File: config.mk
export PLATFORM = sky130hd
export DESIGN_NAME = cartridge_bank_mapper_scanline_irq
export DESIGN_NICKNAME = d
export VERILOG_FILES = /design/src/cbm_pkg.sv /design/src/cartridge_bank_mapper_scanline_irq.sv
export SDC_FILE = /design/constraint.sdc
export NUM_CORES = 1
export LEC_CHECK = 0
export ABC_AREA = 1
export BUFFER_PORTS_ARGS = -buffer_cell sky130_fd_sc_hd__buf_2
export CAP_MARGIN = 20
export CORE_ASPECT_RATIO = 1.1
export CORE_MARGIN = 3
export CORE_UTILIZATION = 54
export DETAILED_ROUTE_END_ITERATION = 7
export HOLD_SLACK_MARGIN = 0.03
export PLACE_DENSITY = 0.79
export SYNTH_ARGS = -nofsm -noshare
export SYNTH_HDL_FRONTEND = slang
export SYNTH_SLANG_ARGS = --single-unit
File: constraint.sdc
create_clock -name i_clk -period 2.75 [get_ports i_clk]
set_input_delay 0.55 -clock i_clk [delete_from_list [all_inputs] [get_ports i_clk]]
set_output_delay 0.55 -clock i_clk [all_outputs]
set_load 0.02 [all_outputs]
File: src/cbm_pkg.sv
// Types, codes and helpers of the cartridge bank mapper.
package cbm_pkg;

    localparam int BankRegCount = 8;
    localparam int BankIdxW     = $clog2(BankRegCount);
    localparam int PrgRamBytes  = 8192;
    localparam int PrgRamAw     = $clog2(PrgRamBytes);
    localparam int MemAddrW     = 21;
    localparam int CountW       = 9;

    localparam logic [2:0] ACT_CPU_RD   = 3'd0;
    localparam logic [2:0] ACT_CPU_WR   = 3'd1;
    localparam logic [2:0] ACT_PPU_RD   = 3'd2;
    localparam logic [2:0] ACT_PPU_WR   = 3'd3;
    localparam logic [2:0] ACT_SCANLINE = 3'd4;
    localparam logic [2:0] ACT_IRQ_CLR  = 3'd5;

    localparam logic [1:0] TGT_NONE    = 2'd0;
    localparam logic [1:0] TGT_PRG_ROM = 2'd1;
    localparam logic [1:0] TGT_PRG_RAM = 2'd2;
    localparam logic [1:0] TGT_CHR     = 2'd3;

    localparam logic [1:0] CFG_PRG_BANKS = 2'd0;
    localparam logic [1:0] CFG_CHR_BANKS = 2'd1;
    localparam logic [1:0] CFG_CHR_WR    = 2'd2;
    localparam logic [1:0] CFG_MIRROR    = 2'd3;

    localparam logic [1:0] MIR_VERTICAL   = 2'd0;
    localparam logic [1:0] MIR_HORIZONTAL = 2'd1;

    localparam int SEL_PRG_SWAP = 6;
    localparam int SEL_CHR_INV  = 7;

    typedef enum logic [1:0] {
        S_IDLE,
        S_LOAD,
        S_DIV,
        S_FINISH
    } t_state;

    // A bank count of zero behaves as a single bank.
    function automatic logic [CountW-1:0] bank_count(input logic [CountW-1:0] cnt);
        bank_count = (cnt == '0) ? CountW'(1) : cnt;
    endfunction

endpackage

File: src/cartridge_bank_mapper_scanline_irq.sv
// Bank mapper with scanline IRQ counter: address translation and register file.
//
// Usage: drive action, bus address and write byte and raise start; a request is
// taken at a clock edge where start is high and busy is low. Each request gives
// exactly one result, shown for one cycle with o_done high: target memory,
// translated byte address, write strobe, read-as-zero, handled flag, current
// mirroring and the IRQ line after the request. The receiver cannot stall.
// A request whose bank number needs reduction modulo the configured bank count
// (switchable program banks, handled pattern accesses) runs the shared
// compare-subtract unit in the divide state, one bit per cycle for all eight
// bank-number bits; every other request goes from load to finish. busy drops
// in the cycle the result is shown, so a new request can be taken at the edge
// that ends it. Configuration is written through i_cfg_we/i_cfg_idx/i_cfg_data
// only while idle, which the user must ensure; the block does not enforce it.
// Synchronous reset restores the power-on registers: RAM enabled, mirroring
// from the header setting, IRQ counter cleared and the sequencer idle.
module cartridge_bank_mapper_scanline_irq (
    input  logic                         i_clk,
    input  logic                         i_rst_n,
    input  logic                         start,
    output logic                         busy,
    input  logic [2:0]                   i_action,
    input  logic [15:0]                  i_bus_addr,
    input  logic [7:0]                   i_write_byte,
    input  logic                         i_cfg_we,
    input  logic [1:0]                   i_cfg_idx,
    input  logic [cbm_pkg::CountW-1:0]   i_cfg_data,
    output logic                         o_done,
    output logic [1:0]                   o_target,
    output logic [cbm_pkg::MemAddrW-1:0] o_mem_addr,
    output logic                         o_mem_write,
    output logic                         o_read_zero,
    output logic                         o_handled,
    output logic [1:0]                   o_mirror_mode,
    output logic                         o_irq_line
);
    import cbm_pkg::*;

    t_state r_state, n_state;

    logic [2:0]  r_action;
    logic [15:0] r_addr;
    logic [7:0]  r_data;

    logic [CountW-1:0] r_prg_cnt, r_chr_cnt;
    logic              r_chr_wr;
    logic [1:0]        r_hdr_mirror;

    logic [7:0] r_select, n_select;
    logic [7:0] r_bank_regs [BankRegCount];
    logic       r_ram_en, n_ram_en;
    logic       r_ram_prot, n_ram_prot;
    logic       r_mir_written, n_mir_written;
    logic       r_mir_horiz, n_mir_horiz;
    logic [7:0] r_irq_reload, n_irq_reload;
    logic [7:0] r_line_cnt, n_line_cnt;
    logic       r_reload_req, n_reload_req;
    logic       r_irq_en, n_irq_en;
    logic       r_irq_pend, n_irq_pend;

    logic                bk_we;
    logic [BankIdxW-1:0] bk_widx;

    // Shared compare-subtract unit state.
    logic [CountW-1:0] r_rem, n_rem;
    logic [7:0]        r_dvd, n_dvd;
    logic [CountW-1:0] r_dvs, n_dvs;
    logic [2:0]        r_cnt;
    logic              r_need_mod, n_need_mod;

    logic [CountW-1:0]   prg_banks, chr_banks, last2;
    logic                cpu_rom, chr_acc, swap;
    logic [1:0]          slot;
    logic [2:0]          region;
    logic [BankIdxW-1:0] rd_idx;
    logic [7:0]          rd_bank, chr_dvd;
    logic [CountW:0]     trial;
    logic                div_ge;

    logic [1:0]          f_target;
    logic [MemAddrW-1:0] f_addr;
    logic                f_write, f_zero, f_handled;

    assign busy = (r_state != S_IDLE);

    assign prg_banks = bank_count(r_prg_cnt);
    assign chr_banks = bank_count(r_chr_cnt);
    assign last2     = (prg_banks >= CountW'(2)) ? prg_banks - CountW'(2) : '0;
    assign cpu_rom   = (r_action == ACT_CPU_RD) && r_addr[15];
    assign chr_acc   = (r_addr[15:13] == 3'b000) &&
                       ((r_action == ACT_PPU_RD) || ((r_action == ACT_PPU_WR) && r_chr_wr));
    assign swap      = r_select[SEL_PRG_SWAP];
    assign slot      = r_addr[14:13];
    assign region    = r_addr[12:10] ^ {r_select[SEL_CHR_INV], 2'b00};

    // One bank register is read per request; upper pattern regions map to 2..5.
    always_comb begin
        if (cpu_rom) begin
            rd_idx = (slot == 2'd1) ? BankIdxW'(7) : BankIdxW'(6);
        end else if (region[2]) begin
            rd_idx = BankIdxW'(region - 3'd2);
        end else begin
            rd_idx = BankIdxW'(region[1]);
        end
    end

    assign rd_bank = r_bank_regs[rd_idx];
    assign chr_dvd = region[2] ? rd_bank : {rd_bank[7:1], region[0]};

    assign trial  = {r_rem, r_dvd[7]};
    assign div_ge = (trial >= {1'b0, r_dvs});

    // Sequencer and datapath next values.
    always_comb begin
        n_state    = r_state;
        n_rem      = r_rem;
        n_dvd      = r_dvd;
        n_dvs      = r_dvs;
        n_need_mod = r_need_mod;
        case (r_state)
            S_IDLE: begin
                if (start) begin
                    n_state = S_LOAD;
                end
            end
            S_LOAD: begin
                n_dvd = rd_bank;
                n_rem = '0;
                if (cpu_rom) begin
                    n_dvs = prg_banks;
                    case (slot)
                        2'd0: begin
                            n_need_mod = !swap;
                            n_rem      = swap ? last2 : '0;
                        end
                        2'd1: begin
                            n_need_mod = 1'b1;
                        end
                        2'd2: begin
                            n_need_mod = swap;
                            n_rem      = swap ? '0 : last2;
                        end
                        default: begin
                            n_need_mod = 1'b0;
                            n_rem      = prg_banks - CountW'(1);
                        end
                    endcase
                end else begin
                    n_dvs      = chr_banks;
                    n_dvd      = chr_dvd;
                    n_need_mod = chr_acc;
                end
                n_state = n_need_mod ? S_DIV : S_FINISH;
            end
            S_DIV: begin
                // The remainder stays below the divisor, so it fits the count width.
                n_rem = div_ge ? CountW'(trial - {1'b0, r_dvs}) : CountW'(trial);
                n_dvd = {r_dvd[6:0], 1'b0};
                if (r_cnt == 3'd7) begin
                    n_state = S_FINISH;
                end
            end
            S_FINISH: begin
                n_state = S_IDLE;
            end
            default: begin
                n_state = S_IDLE;
            end
        endcase
    end

    // Result fields and register-file updates of the finishing request.
    always_comb begin
        f_target      = TGT_NONE;
        f_addr        = '0;
        f_write       = 1'b0;
        f_zero        = 1'b0;
        f_handled     = 1'b0;
        n_select      = r_select;
        n_ram_en      = r_ram_en;
        n_ram_prot    = r_ram_prot;
        n_mir_written = r_mir_written;
        n_mir_horiz   = r_mir_horiz;
        n_irq_reload  = r_irq_reload;
        n_line_cnt    = r_line_cnt;
        n_reload_req  = r_reload_req;
        n_irq_en      = r_irq_en;
        n_irq_pend    = r_irq_pend;
        bk_we         = 1'b0;
        bk_widx       = BankIdxW'(r_select);
        case (r_action)
            ACT_CPU_RD: begin
                if (r_addr[15]) begin
                    f_handled = 1'b1;
                    f_target  = TGT_PRG_ROM;
                    f_addr    = {r_rem[7:0], r_addr[12:0]};
                end else if (r_addr[14:13] == 2'b11) begin
                    f_handled = 1'b1;
                    f_target  = TGT_PRG_RAM;
                    f_addr    = MemAddrW'(r_addr[PrgRamAw-1:0]);
                    f_zero    = !r_ram_en;
                end
            end
            ACT_CPU_WR: begin
                if (r_addr[15]) begin
                    f_handled = 1'b1;
                    case (r_addr[14:13])
                        2'd0: begin
                            if (!r_addr[0]) begin
                                n_select = r_data;
                            end else begin
                                bk_we = 1'b1;
                            end
                        end
                        2'd1: begin
                            if (!r_addr[0]) begin
                                n_mir_written = 1'b1;
                                n_mir_horiz   = r_data[0];
                            end else begin
                                n_ram_prot = r_data[6];
                                n_ram_en   = r_data[7];
                            end
                        end
                        2'd2: begin
                            if (!r_addr[0]) begin
                                n_irq_reload = r_data;
                            end else begin
                                n_reload_req = 1'b1;
                            end
                        end
                        default: begin
                            if (!r_addr[0]) begin
                                n_irq_en   = 1'b0;
                                n_irq_pend = 1'b0;
                            end else begin
                                n_irq_en = 1'b1;
                            end
                        end
                    endcase
                end else if (r_addr[14:13] == 2'b11) begin
                    f_handled = 1'b1;
                    f_target  = TGT_PRG_RAM;
                    f_addr    = MemAddrW'(r_addr[PrgRamAw-1:0]);
                    f_write   = r_ram_en && !r_ram_prot;
                end
            end
            ACT_PPU_RD, ACT_PPU_WR: begin
                if (chr_acc) begin
                    f_handled = 1'b1;
                    f_target  = TGT_CHR;
                    f_addr    = MemAddrW'({r_rem[7:0], r_addr[9:0]});
                    f_write   = (r_action == ACT_PPU_WR);
                end
            end
            ACT_SCANLINE: begin
                if ((r_line_cnt == 8'd0) || r_reload_req) begin
                    n_line_cnt   = r_irq_reload;
                    n_reload_req = 1'b0;
                end else begin
                    n_line_cnt = r_line_cnt - 8'd1;
                end
                if ((n_line_cnt == 8'd0) && r_irq_en) begin
                    n_irq_pend = 1'b1;
                end
            end
            ACT_IRQ_CLR: begin
                n_irq_pend = 1'b0;
            end
            default: begin
            end
        endcase
    end

    always_ff @(posedge i_clk) begin
        if (!i_rst_n) begin
            r_state <= S_IDLE;
        end else begin
            r_state <= n_state;
        end
    end

    always_ff @(posedge i_clk) begin
        if (r_state == S_IDLE && start) begin
            r_action <= i_action;
            r_addr   <= i_bus_addr;
            r_data   <= i_write_byte;
        end
        r_rem      <= n_rem;
        r_dvd      <= n_dvd;
        r_dvs      <= n_dvs;
        r_need_mod <= n_need_mod;
        r_cnt      <= (r_state == S_DIV) ? r_cnt + 3'd1 : 3'd0;
    end

    always_ff @(posedge i_clk) begin
        if (!i_rst_n) begin
            r_prg_cnt    <= CountW'(4);
            r_chr_cnt    <= CountW'(8);
            r_chr_wr     <= 1'b0;
            r_hdr_mirror <= MIR_VERTICAL;
        end else if (i_cfg_we) begin
            case (i_cfg_idx)
                CFG_PRG_BANKS: r_prg_cnt    <= i_cfg_data;
                CFG_CHR_BANKS: r_chr_cnt    <= i_cfg_data;
                CFG_CHR_WR:    r_chr_wr     <= i_cfg_data[0];
                CFG_MIRROR:    r_hdr_mirror <= i_cfg_data[1:0];
                default: begin
                end
            endcase
        end
    end

    always_ff @(posedge i_clk) begin
        if (!i_rst_n) begin
            r_select      <= '0;
            r_ram_en      <= 1'b1;
            r_ram_prot    <= 1'b0;
            r_mir_written <= 1'b0;
            r_mir_horiz   <= 1'b0;
            r_irq_reload  <= '0;
            r_line_cnt    <= '0;
            r_reload_req  <= 1'b0;
            r_irq_en      <= 1'b0;
            r_irq_pend    <= 1'b0;
            for (int i = 0; i < BankRegCount; i++) begin
                r_bank_regs[i] <= '0;
            end
        end else if (r_state == S_FINISH) begin
            r_select      <= n_select;
            r_ram_en      <= n_ram_en;
            r_ram_prot    <= n_ram_prot;
            r_mir_written <= n_mir_written;
            r_mir_horiz   <= n_mir_horiz;
            r_irq_reload  <= n_irq_reload;
            r_line_cnt    <= n_line_cnt;
            r_reload_req  <= n_reload_req;
            r_irq_en      <= n_irq_en;
            r_irq_pend    <= n_irq_pend;
            if (bk_we) begin
                r_bank_regs[bk_widx] <= r_data;
            end
        end
    end

    always_ff @(posedge i_clk) begin
        if (!i_rst_n) begin
            o_done <= 1'b0;
        end else begin
            o_done <= (r_state == S_FINISH);
        end
    end

    always_ff @(posedge i_clk) begin
        if (r_state == S_FINISH) begin
            o_target      <= f_target;
            o_mem_addr    <= f_addr;
            o_mem_write   <= f_write;
            o_read_zero   <= f_zero;
            o_handled     <= f_handled;
            o_mirror_mode <= n_mir_written ? (n_mir_horiz ? MIR_HORIZONTAL : MIR_VERTICAL)
                                           : r_hdr_mirror;
            o_irq_line    <= n_irq_pend;
        end
    end

endmodule

# Word-level counts from Yosys, hierarchy flattened
# Memories as Yosys holds them, arrays and structs flattened.
# Cells that the tools add are included.
[word_totals]
in_bits = 42
n_memories = 1
ram_bits = 64
output_inout_bits = 31
regBits = 140
[classes]
bitwise = 5
n_mux = 75
n_eq_ne = 21
reduce_logical = 39
addsub = 6
magnitude_cmp = 2
[mem_list]
columns = ["memory", "depth", "word_bits", "rd", "rd_clocked_by_memory_dff", "write_ports", "line", "rtl"]
rows = [
  ["r_bank_regs", 8, 8, 1, 0, 8, "cartridge_bank_mapper_scanline_irq.sv:50", "logic [7:0] r_bank_regs [BankRegCount];"],
]
[ops]
columns = ["cell", "n"]
rows = [
  ["two-way mux 9 bit", 8],
  ["case mux 21 bit (3 select lines)", 1],
  ["two-way mux 1 bit", 39],
  ["case mux 9 bit (3 select lines)", 1],
  ["two-way mux 13 bit", 2],
  ["two-way mux 8 bit", 3],
  ["two-way mux 21 bit", 1],
  ["zero test 9 bit", 2],
  ["two-way mux 18 bit", 1],
  ["case mux 9 bit (2 select lines)", 1],
  ["zero test 8 bit", 2],
  ["case mux 8 bit (2 select lines)", 1],
  ["AND reduction 5 bit", 3],
  ["two-way mux 2 bit", 7],
  ["equality test 2 bit (second input constant)", 6],
  ["AND reduction 2 bit", 6],
  ["greater-or-equal comparator 10 x 9 -> 1 bit", 1],
  ["inequality test 2 bit (second input constant)", 5],
  ["equality test 3 bit (second input constant)", 3],
  ["greater-or-equal comparator 9 x 2 -> 1 bit (second input constant)", 1],
  ["two-way mux 3 bit", 3],
  ["subtractor 9 x 1 -> 9 bit (second input constant)", 1],
  ["subtractor 9 x 2 -> 9 bit (second input constant)", 1],
  ["subtractor 9 bit", 1],
  ["24 further kinds", 48],
]

# Logic depth before layout (Yosys ltp)
# Gate-level depths: netlist of run 1.
[depth]
depth_word = 10
mapped_depth = 17
depth_no_buf = 17

# Least setup slack after synthesis of run 1
# No wires, ideal clock.
[synth_path]
path_type = "register to register"
start = "register r_state[0]"
end = "memory r_bank_regs[3][0] (enable)"
slack_ns = 0.059
t_arrival_ns = 2.362
path_stages_with_launch = 8
synth_period_minus_slack_ns = 2.691
setup_ns = 0.329
required_ns = 2.421
path_cell_list = "dfxtp_1 ha_1 inv_1 nor2_4 nand4_4 nor2_4 nand2_4 nand2_1"
[synth_rtl]
columns = ["element", "line", "rtl"]
rows = [
  ["start, declared", "cartridge_bank_mapper_scanline_irq.sv:39", "t_state r_state, n_state;"],
  ["start signal, assigned", "cartridge_bank_mapper_scanline_irq.sv:278", "r_state <= n_state;"],
  ["end, declared", "cartridge_bank_mapper_scanline_irq.sv:50", ""],
]

# Worst setup path after layout of run 1
[layout_path]
start = "register r_dvd[7]"
end = "register r_rem[2], data pin"
[layout_between]
elab_chain_cells = 3
elab_cells_between_ends = 4
[layout_rtl]
columns = ["element", "line", "rtl"]
rows = [
  ["start, declared", "cartridge_bank_mapper_scanline_irq.sv:66", "logic [7:0] r_dvd, n_dvd;"],
  ["start signal, assigned", "cartridge_bank_mapper_scanline_irq.sv:289", "r_dvd <= n_dvd;"],
  ["subtractor 9 bit or greater-or-equal comparator 10 x 9 -> 1 bit (tied branches)", "cartridge_bank_mapper_scanline_irq.sv:157, cartridge_bank_mapper_scanline_irq.sv:111", ""],
  ["two-way mux 9 bit *", "cartridge_bank_mapper_scanline_irq.sv:157", "n_rem = div_ge ? CountW'(trial - {1'b0, r_dvs}) : CountW'(trial);"],
  ["case mux 9 bit (2 select lines) *", "cartridge_bank_mapper_scanline_irq.sv:120", "case (r_state)"],
  ["net n_rem[2]", "cartridge_bank_mapper_scanline_irq.sv:65", "logic [CountW-1:0] r_rem, n_rem;"],
  ["end signal, assigned", "cartridge_bank_mapper_scanline_irq.sv:288", "r_rem <= n_rem;"],
  ["end, declared", "cartridge_bank_mapper_scanline_irq.sv:65", ""],
]
# The timed path passes the listed nets; every way through them passes the cells marked *.
# A chain may end at the register's enable or synchronous reset.

==> summary.txt, run 1 <==
Run status
  – Outcome: complete, no violations

Layout
  – Share of cells above drive strength 1: 14.22%
  – Footprint of the multi-input gates: 0.003296 mm2
  – Fillers: 1,374
  – FF/Latch Area: 0.005425 mm2
  – Area grow syn2layout: 12.54%
  – Inserted Diodes: 0
  – Nets: 1,141

Clock tree
  – Worst-Skew Late Latency: 0.45 ns
  – Clock slew at reported path FFs: about 0.080 ns
  – Clock tree buffer depth: 2
  – Sinks on Clock Net: 199
  – Cts repair resizes: 0
  – Setup bufs post-CTS: 0
  – CTS buffer count: 17
  – CTS Root Cell: clkbuf_16
  – H-tree depth: 4
  – Hold Buf Count CTS: 0
  – CTS tree: done

Power and ir drop
  – Flop pwr share: 44.0%
  – P per Cell Area: between 800 and 900 mW/mm2
  – Net Sw Frac: 35.33%
  – Maximum vdd drop: 0.0004939 V
  – Internal power: 5858 uW
  – Leak pwr: 0.004603 uW
  – Logic pwr share: 28.7%
  – NetSw: 3200 uW
  – Clk pwr share: about 27%

Critical path
  – R2r endpoint: r_rem[2]
  – CP startpoint: r_dvd[7]
  – Startpoint Class: flop
  – Crit path arrival time: 2.73 ns
  – Crit. End Element: flop
  – Reg2Reg Launch Point: r_dvd[7]
  – CP Data Required Time: 2.94 ns
  – Worst-path maximum fanout: 15
  – R2R Setup Slk: around 0.21 ns
  – Critical Path Sink: r_rem[2]
  – Setup CP Type: reg -> reg
  – Reg2Reg Depth: 12

Place
  – Hpwl dp: 14.49 mm
  – Placement Setup Slack: 0.2569 ns
  – GPL Wtd Cong: between 0.8 and 0.9
  – Buffers on Ports: 72

Worst hold path
  – Worst min path class: in -> reg

Timing
  – Fin crit share: around 92%
  – Min Tclk post-route: around 2.5 ns
  – Fmax: 394.2 MHz
  – Final worst setup slack: 0.2130 ns
  – Rel. slew slack: between 50% and 60%
  – Hold Vio Cnt, Final: 0
  – RSZ-0062 raised after global routing: false
  – Worst Max-Slew Pin Slew: 0.7490 ns
  – Final Skew: 0.01094 ns
  – Final TNS setup: 0 ns
  – Final Setup Violations: 0
  – Slew Viols, Final: 0

Floorplanning
  – Core area: 0.01668 mm2
  – Initial Utilization: 56.36%
  – IO Pins: between 70 and 80
  – Height of the die: 144.4 um
  – Area of the die: 0.01902 mm2
  – Row count: 49
  – Die X: 131.8 um

Logic synthesis
  – Register area share after synthesis: 57.73%
  – Synth area leaders: edfxtp_1 46%, dfxtp_1 12%, nand2_1 7.3%, inv_1 5.1%, nor2_1 4.7%
  – Syn Nets: 1,065
  – Avg Synthesized Cell Area: ~9.4 um2
  – Synth Register Bits: about 200
  – Count of warnings emitted by yosys: 0
  – Yosys top cell by area: edfxtp_1
  – Post-synth top area share: 46.01%
  – Mapped Area: 0.009398 mm2
  – Gate count of the mapped netlist: 1,001
  – Yosys cell types: 41

Global route
  – Initial antenna violation count: 0
  – Largest net degree at the start of global routing: 58
  – GRT overflow: 0
  – Vias in the first global route: 6,749
  – Total GRT Usage: about 22%
  – First-pass GRT wire length: 33.29 mm

Drt
  – Vias per inst: 5.403
  – DR WL/cell: 15.70 um
  – Via count of the routed design: approximately 7,000
  – Detail Route Antenna Nets: 0
  – Final WL: 20.70 mm
  – 1st-iter DRT viols: just under 700
  – DRT Pass-1 Iters: 5
  – DRC: 0

Run
  – Max Cap Violations: 0
==> sequential cells by signal (all words and copies together), names as in the netlist, 3 cells and up <==
name          cells
r_line_cnt        8
o_mem_addr       21
r_prg_cnt         9
r_action          3
r_chr_cnt         9
r_data            8
r_dvs             9
r_cnt             3
r_rem             9
r_bank_regs      62
r_dvd             8
r_addr           16
r_irq_reload      8
r_select          5
==> kinds of logic after synthesis <==
logic type	count (synthesis)	share of synthesized area [%]
buffers and inverters	168	7.203
adders and majority gates	22	3.009
xor gates and xnor gates	10	0.9320
AOI/OAI and AO/OA	189	11.29
DFF	199	57.73
and+or+nand+nor	413	19.84
==> metal layers <==
| layer | wire length, um | global-route usage, % |
|---|---|---|
| met5 | 0 | 0 |
| met4 | 523 | 8.734 |
| met3 | 1330 | 4.315 |
| met2 | 9898 | 37.04 |
| met1 | 8950 | 29.24 |
==> worst min-delay path by stage <==
stage | endpoint | from | cells past startpoint
3_5_place_dp | r_cnt[0] | r_cnt[0] | 1
4_1_cts | r_addr[6] | i_bus_addr[6] | 1
6_report | r_addr[9] | i_bus_addr[9] | 1
2_1_floorplan | r_cnt[0] | r_cnt[0] | 1
3_3_place_gp | r_cnt[0] | r_cnt[0] | 1
5_1_grt | r_addr[8] | i_bus_addr[8] | 1
==> cell type report <==
type	count	area share [%]
Clock buffer	17	4.022
Clock inverter	15	1.550
Inverter	141	5.004
Multi-Input combinational cell	634	31.16
Sequential cell	199	51.30
Tap cell	229	2.709
Timing Repair Buffer	84	4.259
==> worst max-delay path: stages, from the launching register on <==
cell	delay, ns
edfxtp_1	0.38
inv_1	0.06
ha_1	0.23
fa_1	0.40
nand3b_1	0.17
nand2_1	0.13
nand2_1	0.07
nand3_1	0.10
nand2_1	0.09
nand2_1	0.33
nand2_1	0.12
o211ai_1	0.13
nand2_1	0.08
==> metrics by stage <==
step	power (uW)	cells	util (%)	cell area (um2)	hold WS, ns
after floorplan	5877	1001	-	9398	0.3992
after global placement	6531	1287	59.89	9987	0.4103
after detailed placement	6571	1287	59.89	9987	0.4137
after CTS	9052	1319	63.42	10580	0.2603
after global routing	9518	1319	63.42	10580	0.2607
final	9058	1319	63.42	10580	0.2721
==> power by group through the flow <==
stage	logic, uW	clock network (uW)	registers [uW]
floorplan	1830	0	4050
global placement	2500	0	4030
detailed placement	2530	0	4040
CTS	2570	2510	3980
global route	2880	2620	4020
finish	2600	2480	3980
==> cell usage in the layout, fill, tap and decap left out, types with 4 or more instances in the layout <==
cell       instances
edfxtp_1         144
nand3_1           64
buf_2             72
nor2_1           117
buf_4             12
inv_2              4
o22ai_1            9
dfxtp_1           55
inv_1            128
nor2_4             7
inv_8              4
nand2_4            9
a21oi_1           55
clkinv_1          10
a31oi_1            4
nand2_2            6
o21ai_0           75
o211ai_1          30
clkbuf_16         17
o21ai_1            8
ha_1              21
nand2_1          183
nor2_2             6
nor3_1             7
nand3b_1           4
xor2_1             8
==> Yosys cell counts <==
| library cell | number |
|---|---|
| nand3_2 | 2 |
| nand3_1 | 64 |
| dfxtp_1 | 55 |
| o21ai_1 | 8 |
| clkbuf_1 | 13 |
| nand2_2 | 6 |
| fa_1 | 1 |
| a21oi_1 | 55 |
| nor4_1 | 1 |
| a21oi_2 | 1 |
| nand2_1 | 183 |
| xnor2_1 | 2 |
| a211oi_1 | 1 |
| edfxtp_1 | 144 |
| nor2_4 | 7 |
| o21a_1 | 1 |
| nand3b_1 | 4 |
| dlygate4sd1_1 | 1 |
| o22ai_1 | 9 |
| inv_2 | 4 |
| inv_1 | 128 |
| nand4_1 | 3 |
| nand2_4 | 9 |
| nand3_4 | 1 |
| buf_2 | 9 |
| ha_1 | 21 |
| o21ai_0 | 75 |
| or2_2 | 1 |
| a31oi_1 | 4 |
| buf_6 | 4 |
| o21ai_2 | 2 |
| nor2_1 | 117 |
| nor3b_1 | 1 |
| o31ai_1 | 2 |
| o211ai_1 | 30 |
| nor2_2 | 6 |
| xor2_1 | 8 |
| clkinv_1 | 9 |
| o21bai_1 | 1 |
| nand4_4 | 1 |
| nor3_1 | 7 |
(Power assumes the default switching activity.)
==> inputs of run 2 (changes only) <==
CORE_UTILIZATION = 29   (was 54)
PLACE_DENSITY = 0.49   (was 0.79)
==> run 2 against run 1 <==
  * Fmax grew 3.3%
  * Worst hold slack gained 0.0014 ns
  * Register-to-register slack gained 0.08 ns
  * Die area grew 82%
  * Routed wire length grew 12%
  * Largest cell class unchanged
  * Final area grew 2.1%
  * Sequential power is essentially flat
  * Final cell count grew 14%
  * Critical path type unchanged
  * Sequential share of layout area shrank 1.1 points
  * Clock power is essentially flat
  * Clock skew grew 0.0023 ns
==> summary.txt, run 2 (synthesis gave the netlist of run 1 again) <==
Run status
  – Outcome: complete, no violations

Critical path
  – Startpoint Class: flop
  – Reg2Reg Launch Point: r_dvd[7]
  – R2R Setup Slk: 0.29 ns (+0.08 ns)
  – Worst-path maximum fanout: 14 (-1)
  – Setup CP Type: reg -> reg
  – R2r endpoint: r_rem[1]
  – Crit. End Element: flop
  – CP Data Required Time: 2.95 ns (about the same)
  – Crit path arrival time: 2.65 ns (-0.08 ns)
  – Reg2Reg Depth: 12 (unchanged)

Timing
  – Fin crit share: 89.33% (-2.9 points)
  – Worst Hold Slack: 0.2735 ns (+0.001396 ns)
  – Rel. slew slack: 47.16% (-2.9 points)
  – Slew Viols, Final: 0 (unchanged)
  – Final Skew: 0.01322 ns (+0.002285 ns)
  – Hold Vio Cnt, Final: 0 (unchanged)
  – Worst Max-Slew Pin Slew: 0.7925 ns (+0.04352 ns)
  – Min Tclk post-route: 2.457 ns (-0.08044 ns)
  – Final Setup Violations: 0 (unchanged)
  – Fmax: 407.1 MHz (+3.3%)
  – RSZ-0062 raised after global routing: false
  – Final TNS setup: 0 ns (unchanged)

Layout
  – Share of cells above drive strength 1: 14.14% (-0.079 points)
  – Max reg flops: 62 (unchanged)
  – Commonest non-fill, non-tap cell in the layout: nand2_1
  – Utilization after layout: 34.12% (-29 points)
  – Nets: 1,140 (-0.088%)
  – Fillers: 3,310 (+140%)
  – Area grow syn2layout: 14.91%
  – Reg with most FFs: r_bank_regs
  – Largest registers: r_bank_regs (62), o_mem_addr (21), r_addr (16)
  – Most frequent cells in the layout: 183 x nand2_1, 144 x edfxtp_1, 128 x inv_1
  – Cell Count, Final, Fillers Out: 1,509 (+14%)
  – Inserted Diodes: 0 (unchanged)

Drt
  – Final WL: 23.13 mm (+12%)
  – Detail Route Antenna Nets: 0 (unchanged)
  – 1st-iter DRT viols: 420 (-38%)
  – DRC: 0 (unchanged)
  – Vias per inst: 4.580 (-15%)
  – DRT Pass-1 Iters: 5 (unchanged)
  – Via count of the routed design: 6,911 (-3.0%)
  – DR WL/cell: 15.33 um (-2.3%)

Power and ir drop
  – Net Sw Frac: 36.16% (+0.84 points)
  – Maximum vdd drop: 0.0003260 V (-34%)
  – Flop pwr share: 43.7% (-0.3 points)
  – Leak pwr: 0.004585 uW (-0.39%)
  – Power Total: 9080 uW (+0.24%)
  – Clk pwr share: 27.0% (-0.3 points)
  – Logic pwr share: 29.3% (+0.6 points)
  – NetSw: 3283 uW (+2.6%)
  – Internal power: 5796 uW (-1.1%)
  – P per Cell Area: 840.8 mW/mm2 (-1.8%)

Floorplanning
  – IO Pins: 73 (unchanged)
  – Area of the die: 0.03461 mm2 (+82%)
  – Core area: 0.03165 mm2 (+90%)
  – Height of the die: 194.8 um (+35%)
  – Initial Utilization: 29.69% (-27 points)
  – Row count: 68 (+39%)
  – Die X: 177.6 um (+35%)

Clock tree
  – H-tree depth: 4 (unchanged)
  – Worst-Skew Late Latency: 0.44 ns (about the same)
  – Hold Buf Count CTS: 0 (unchanged)
  – Setup bufs post-CTS: 0 (unchanged)
  – Clock tree buffer depth: 2 (unchanged)
  – Sinks on Clock Net: 199 (unchanged)
  – CTS Root Cell: clkbuf_16
  – Cts repair resizes: 0 (unchanged)
  – CTS tree: done
  – Clock slew at reported path FFs: 0.08 ns (about the same)
  – CTS buffer count: 17 (unchanged)

Place
  – Dpl cells: 1,477 (+15%)
  – GPL Wtd Cong: 0.8462 (-6.0%)
  – Hpwl dp: 16.60 mm (+15%)
  – Buffers on Ports: 72 (unchanged)

Global route
  – Vias in the first global route: 6,742 (-0.10%)
  – Met2 GRT Util: 22.53% (-15 points)
  – Total GRT Usage: 13.63% (-8.6 points)
  – GRT met1 Usage: 17.92% (-11 points)
  – First-pass GRT wire length: 36.56 mm (+9.8%)
  – Initial antenna violation count: 0 (unchanged)
  – GRT overflow: 0 (unchanged)
  – Most Used Layer, Global Route: met2
  – Met3 usage: 2.735% (-1.6 points)
  – Largest net degree at the start of global routing: 58 (unchanged)

Worst hold path
  – Worst min path class: in -> reg
  – Hold Crit Start: i_bus_addr[3]
  – Hold EP: r_addr[3]
  – Hold path cells: 1 (unchanged)

Run
  – Max Cap Violations: 0 (unchanged)
run 2: cell types whose count changed in the layout (fill, tap and decap cells not counted), sizes merged:
cell / previous run / this run
buf: 84 / 83
inv: 139 / 141
clkinv: 15 / 12
bufinv: 1 / 0
clkbuf: 17 / 19
run 2: stage by stage:
step | setup slack (ns) | instance area (um2)
2_1_floorplan | 0.05921 | 9398
3_3_place_gp | 0.3418 | 10230
3_5_place_dp | 0.3153 | 10230
4_1_cts | 0.2938 | 10800
5_1_grt | 0.07825 | 10800
6_report | 0.2934 | 10800
run 2: worst max-delay path: stages, from the launching register on:
cell	delay, ns
edfxtp_1	0.34
inv_1	0.04
ha_1	0.23
fa_1	0.41
nand3b_1	0.17
nand2_1	0.12
nand2_1	0.06
nand3_1	0.10
nand2_1	0.09
nand2_1	0.35
a21oi_1	0.11
o21ai_0	0.10
nand2_1	0.07
run 2: worst max path at each step:
stage,start,to,depth (start not counted)
6_report,r_dvd[7],r_rem[1],12
5_1_grt,r_dvd[7],r_rem[2],12
4_1_cts,r_dvd[7],r_rem[1],12
3_5_place_dp,r_dvd[7],r_rem[0],12
3_3_place_gp,r_dvd[7],r_rem[0],12
2_1_floorplan,r_state[0],r_bank_regs[3][0],7
run 2: power groups by stage:
stage | combinational (uW) | clock [uW] | sequential (uW)
floorplan | 1830 | 0 | 4050
global placement | 2680 | 0 | 4040
detailed placement | 2670 | 0 | 4050
CTS | 2690 | 2510 | 3980
global route | 3000 | 2610 | 4030
finish | 2660 | 2450 | 3970
run 2: metal layers:
metal / share of wire [%] / vias up / routed length [um]
li1: - / 3516 / -
met1: 47 / 3249 / 10870
met2: 49 / 120 / 11230
met3: 2.8 / 26 / 654
met4: 1.6 / 0 / 374
met5: 0 / - / 0
run 2: layout make-up:
type	count	area (um2)	area share [%]
tap	420	525.5	4.866
timing repair buffer	83	455.4	4.217
clock buffer	19	432.9	4.009
sequential	199	5425	50.24
clock inverter	13	132.6	1.228
inverter	141	529.3	4.901
multi-input combinational	634	3298	30.54
==> inputs of run 3 (changes only) <==
PLACE_DENSITY = 0.47   (was 0.49)
SKIP_LAST_GASP = 1   (was default)
clock period = 3 ns   (was 2.75 ns; I/O delays follow)
==> run 3 against run 2 <==
  * Global-route usage up 0.10 points
  * Critical endpoint unchanged
  * Die area unchanged
  * Sequential share of layout area up 0.22 points
  * Register-to-register slack better by 0.24 ns
  * Sequential cell count unchanged
  * Power down 9.3%
  * Clock power down 11%
  * Fmax down 0.33%
==> summary.txt, run 3 (synthesis gave the netlist of run 1 again) <==
Timing
  – Rel. slew slack: 47.30% (+0.13 points)
  – Final Skew: 0.01311 ns (-0.0001172 ns)
  – Worst Max-Slew Pin Slew: 0.7905 ns (-0.001996 ns)
  – Final TNS setup: 0 ns (unchanged)
  – Final Setup Violations: 0 (unchanged)
  – Slew Viols, Final: 0 (unchanged)
  – Fmax: 405.7 MHz (-0.33%)
  – Fin crit share: 82.16% (-7.2 points)
  – Hold Vio Cnt, Final: 0 (unchanged)
  – Min Tclk post-route: 2.465 ns (+0.008119 ns)
  – Final worst setup slack: 0.5353 ns (+0.2419 ns)
  – RSZ-0062 raised after global routing: false

Drt
  – Met2 Wirelength: 11.25 mm (+0.17%)
  – DR WL/cell: 15.19 um (-0.90%)
  – 1st-iter DRT viols: 354 (-16%)
  – DR top layer: met4
  – Via count of the routed design: 6,880 (-0.45%)
  – Vias per inst: 4.571 (-0.18%)
  – Final WL: 22.86 mm (-1.2%)
  – DRC: 0 (unchanged)
  – Detail Route Antenna Nets: 0 (unchanged)
  – DRT Pass-1 Iters: 5 (unchanged)
  – Routed met1 length: 10.50 mm (-3.4%)
  – Metal3 WL: 684 um (+4.6%)

Clock tree
  – Clock tree buffer depth: 2 (unchanged)
  – Setup bufs post-CTS: 0 (unchanged)
  – H-tree depth: 4 (unchanged)
  – Sinks on Clock Net: 199 (unchanged)
  – Worst-Skew Late Latency: 0.44 ns (about the same)
  – CTS buffer count: 17 (unchanged)
  – Cts repair resizes: 0 (unchanged)
  – CTS tree: done
  – Hold Buf Count CTS: 0 (unchanged)
  – CTS Root Cell: clkbuf_16
  – Clock slew at reported path FFs: 0.08 ns (about the same)

Layout
  – Share of cells above drive strength 1: 13.92% (-0.22 points)
  – Most frequent cells in the layout: 183 x nand2_1, 144 x edfxtp_1, 128 x inv_1
  – Nets: 1,136 (-0.35%)
  – Final Cell Area: 0.01075 mm2 (-0.43%)
  – Area grow syn2layout: 14.42%
  – Commonest non-fill, non-tap cell in the layout: nand2_1
  – Largest registers: r_bank_regs (62), o_mem_addr (21), r_addr (16)
  – Max reg flops: 62 (unchanged)
  – Inserted Diodes: 0 (unchanged)
  – Reg with most FFs: r_bank_regs

Critical path
  – Crit. End Element: flop
  – R2r endpoint: r_rem[1]
  – Setup CP Type: reg -> reg
  – CP startpoint: r_dvd[7]
  – R2R Setup Slk: 0.54 ns (+0.24 ns)
  – Startpoint Class: flop
  – Reg2Reg Launch Point: r_dvd[7]
  – Crit path arrival time: 2.66 ns (about the same)
  – Worst-path maximum fanout: 15 (+1)
  – Critical Path Sink: r_rem[1]
  – Reg2Reg Depth: 12 (unchanged)
  – CP Data Required Time: 3.19 ns (+0.24 ns)

Place
  – Hpwl dp: 16.51 mm (-0.52%)
  – Buffers on Ports: 72 (unchanged)
  – GPL Wtd Cong: 0.8323 (-1.6%)
  – Placement Setup Slack: 0.5529 ns (+0.2376 ns)
  – Area post-placement: 0.01020 mm2 (-0.29%)

Global route
  – GRT overflow: 0 (unchanged)
  – Largest net degree at the start of global routing: 58 (unchanged)
  – Vias in the first global route: 6,766 (+0.36%)
  – Total GRT Usage: 13.73% (+0.10 points)
  – Initial antenna violation count: 0 (unchanged)
  – First-pass GRT wire length: 36.81 mm (+0.70%)

Floorplanning
  – Core area: 0.03165 mm2 (unchanged)
  – Die X: 177.6 um (unchanged)
  – Row count: 68 (unchanged)
  – IO Pins: 73 (unchanged)
  – Initial Utilization: 29.69% (unchanged)
  – Area of the die: 0.03461 mm2 (unchanged)
  – Height of the die: 194.8 um (unchanged)

Power and ir drop
  – Leak pwr: 0.004546 uW (-0.85%)
  – Maximum vdd drop: 0.0004048 V (+24%)
  – P per Cell Area: 766.3 mW/mm2 (-8.9%)

Run status
  – Outcome: complete, no violations

Worst hold path
  – Hold path cells: 1 (unchanged)
  – Worst min path class: in -> reg

Run
  – Max Cap Violations: 0 (unchanged)
## run 3: cell count changes in the layout (fill, tap and decap cells not counted), sizes merged
| cell | before | now |
|---|---|---|
| buf | 83 | 79 |
| clkinvlp | 1 | 5 |
| clkbuf | 19 | 18 |
| clkinv | 12 | 13 |
| inv | 141 | 137 |
## run 3: worst min-delay path by stage
| stage | startpoint | end | slack (ns) |
|---|---|---|---|
| 2_1_floorplan | r_cnt[0] | r_cnt[0] | 0.40 |
| 3_3_place_gp | r_cnt[0] | r_cnt[0] | 0.42 |
| 3_5_place_dp | r_cnt[0] | r_cnt[0] | 0.42 |
| 4_1_cts | i_action[0] | r_action[0] | 0.30 |
| 5_1_grt | i_bus_addr[7] | r_addr[7] | 0.30 |
| 6_report | i_bus_addr[2] | r_addr[2] | 0.33 |
## run 3: power breakdown
part           internal, uW  switching (uW)  leakage [uW]
registers              3450             198       0.00186
logic                   730            1680       0.00243
clock network          1090            1100      0.000255
## run 3: final cells by class
| cell class | count | area (um2) |
|---|---|---|
| inverters | 141 | 529.3 |
| well taps | 420 | 525.5 |
| clock inverters | 14 | 120.1 |
| multi-input cells | 634 | 3298 |
| fillers | 3319 | 20900 |
| clock buffers | 18 | 429.2 |
| flip-flops and latches | 199 | 5425 |
| repair buffers | 79 | 425.4 |
## run 3: metrics by stage
step	hold slack [ns]	power, uW	util, %	std cells
after global placement	0.4156	6143	32.24	1473
after detailed placement	0.4211	6146	32.24	1473
after CTS	0.3007	8345	33.97	1505
after global routing	0.3032	8784	33.97	1505
after floorplan	0.3992	5387	-	1001
final	0.3263	8239	33.97	1505
## run 3: per-layer routing
layer / global-route usage [%] / vias up
li1: - / 3498
met1: 18.07 / 3235
met2: 22.89 / 124
met3: 2.306 / 23
met4: 4.539 / 0
met5: 0 / -
## run 3: worst max-delay path, cell delays in order, from the launching register on
cell and delay [ns]:
edfxtp_1 0.34, inv_1 0.05, ha_1 0.22, fa_1 0.39, nand3b_1 0.17, nand2_1 0.13
nand2_1 0.06, nand3_1 0.10, nand2_1 0.09, nand2_1 0.36, a21oi_1 0.11, o21ai_0 0.10
nand2_1 0.08
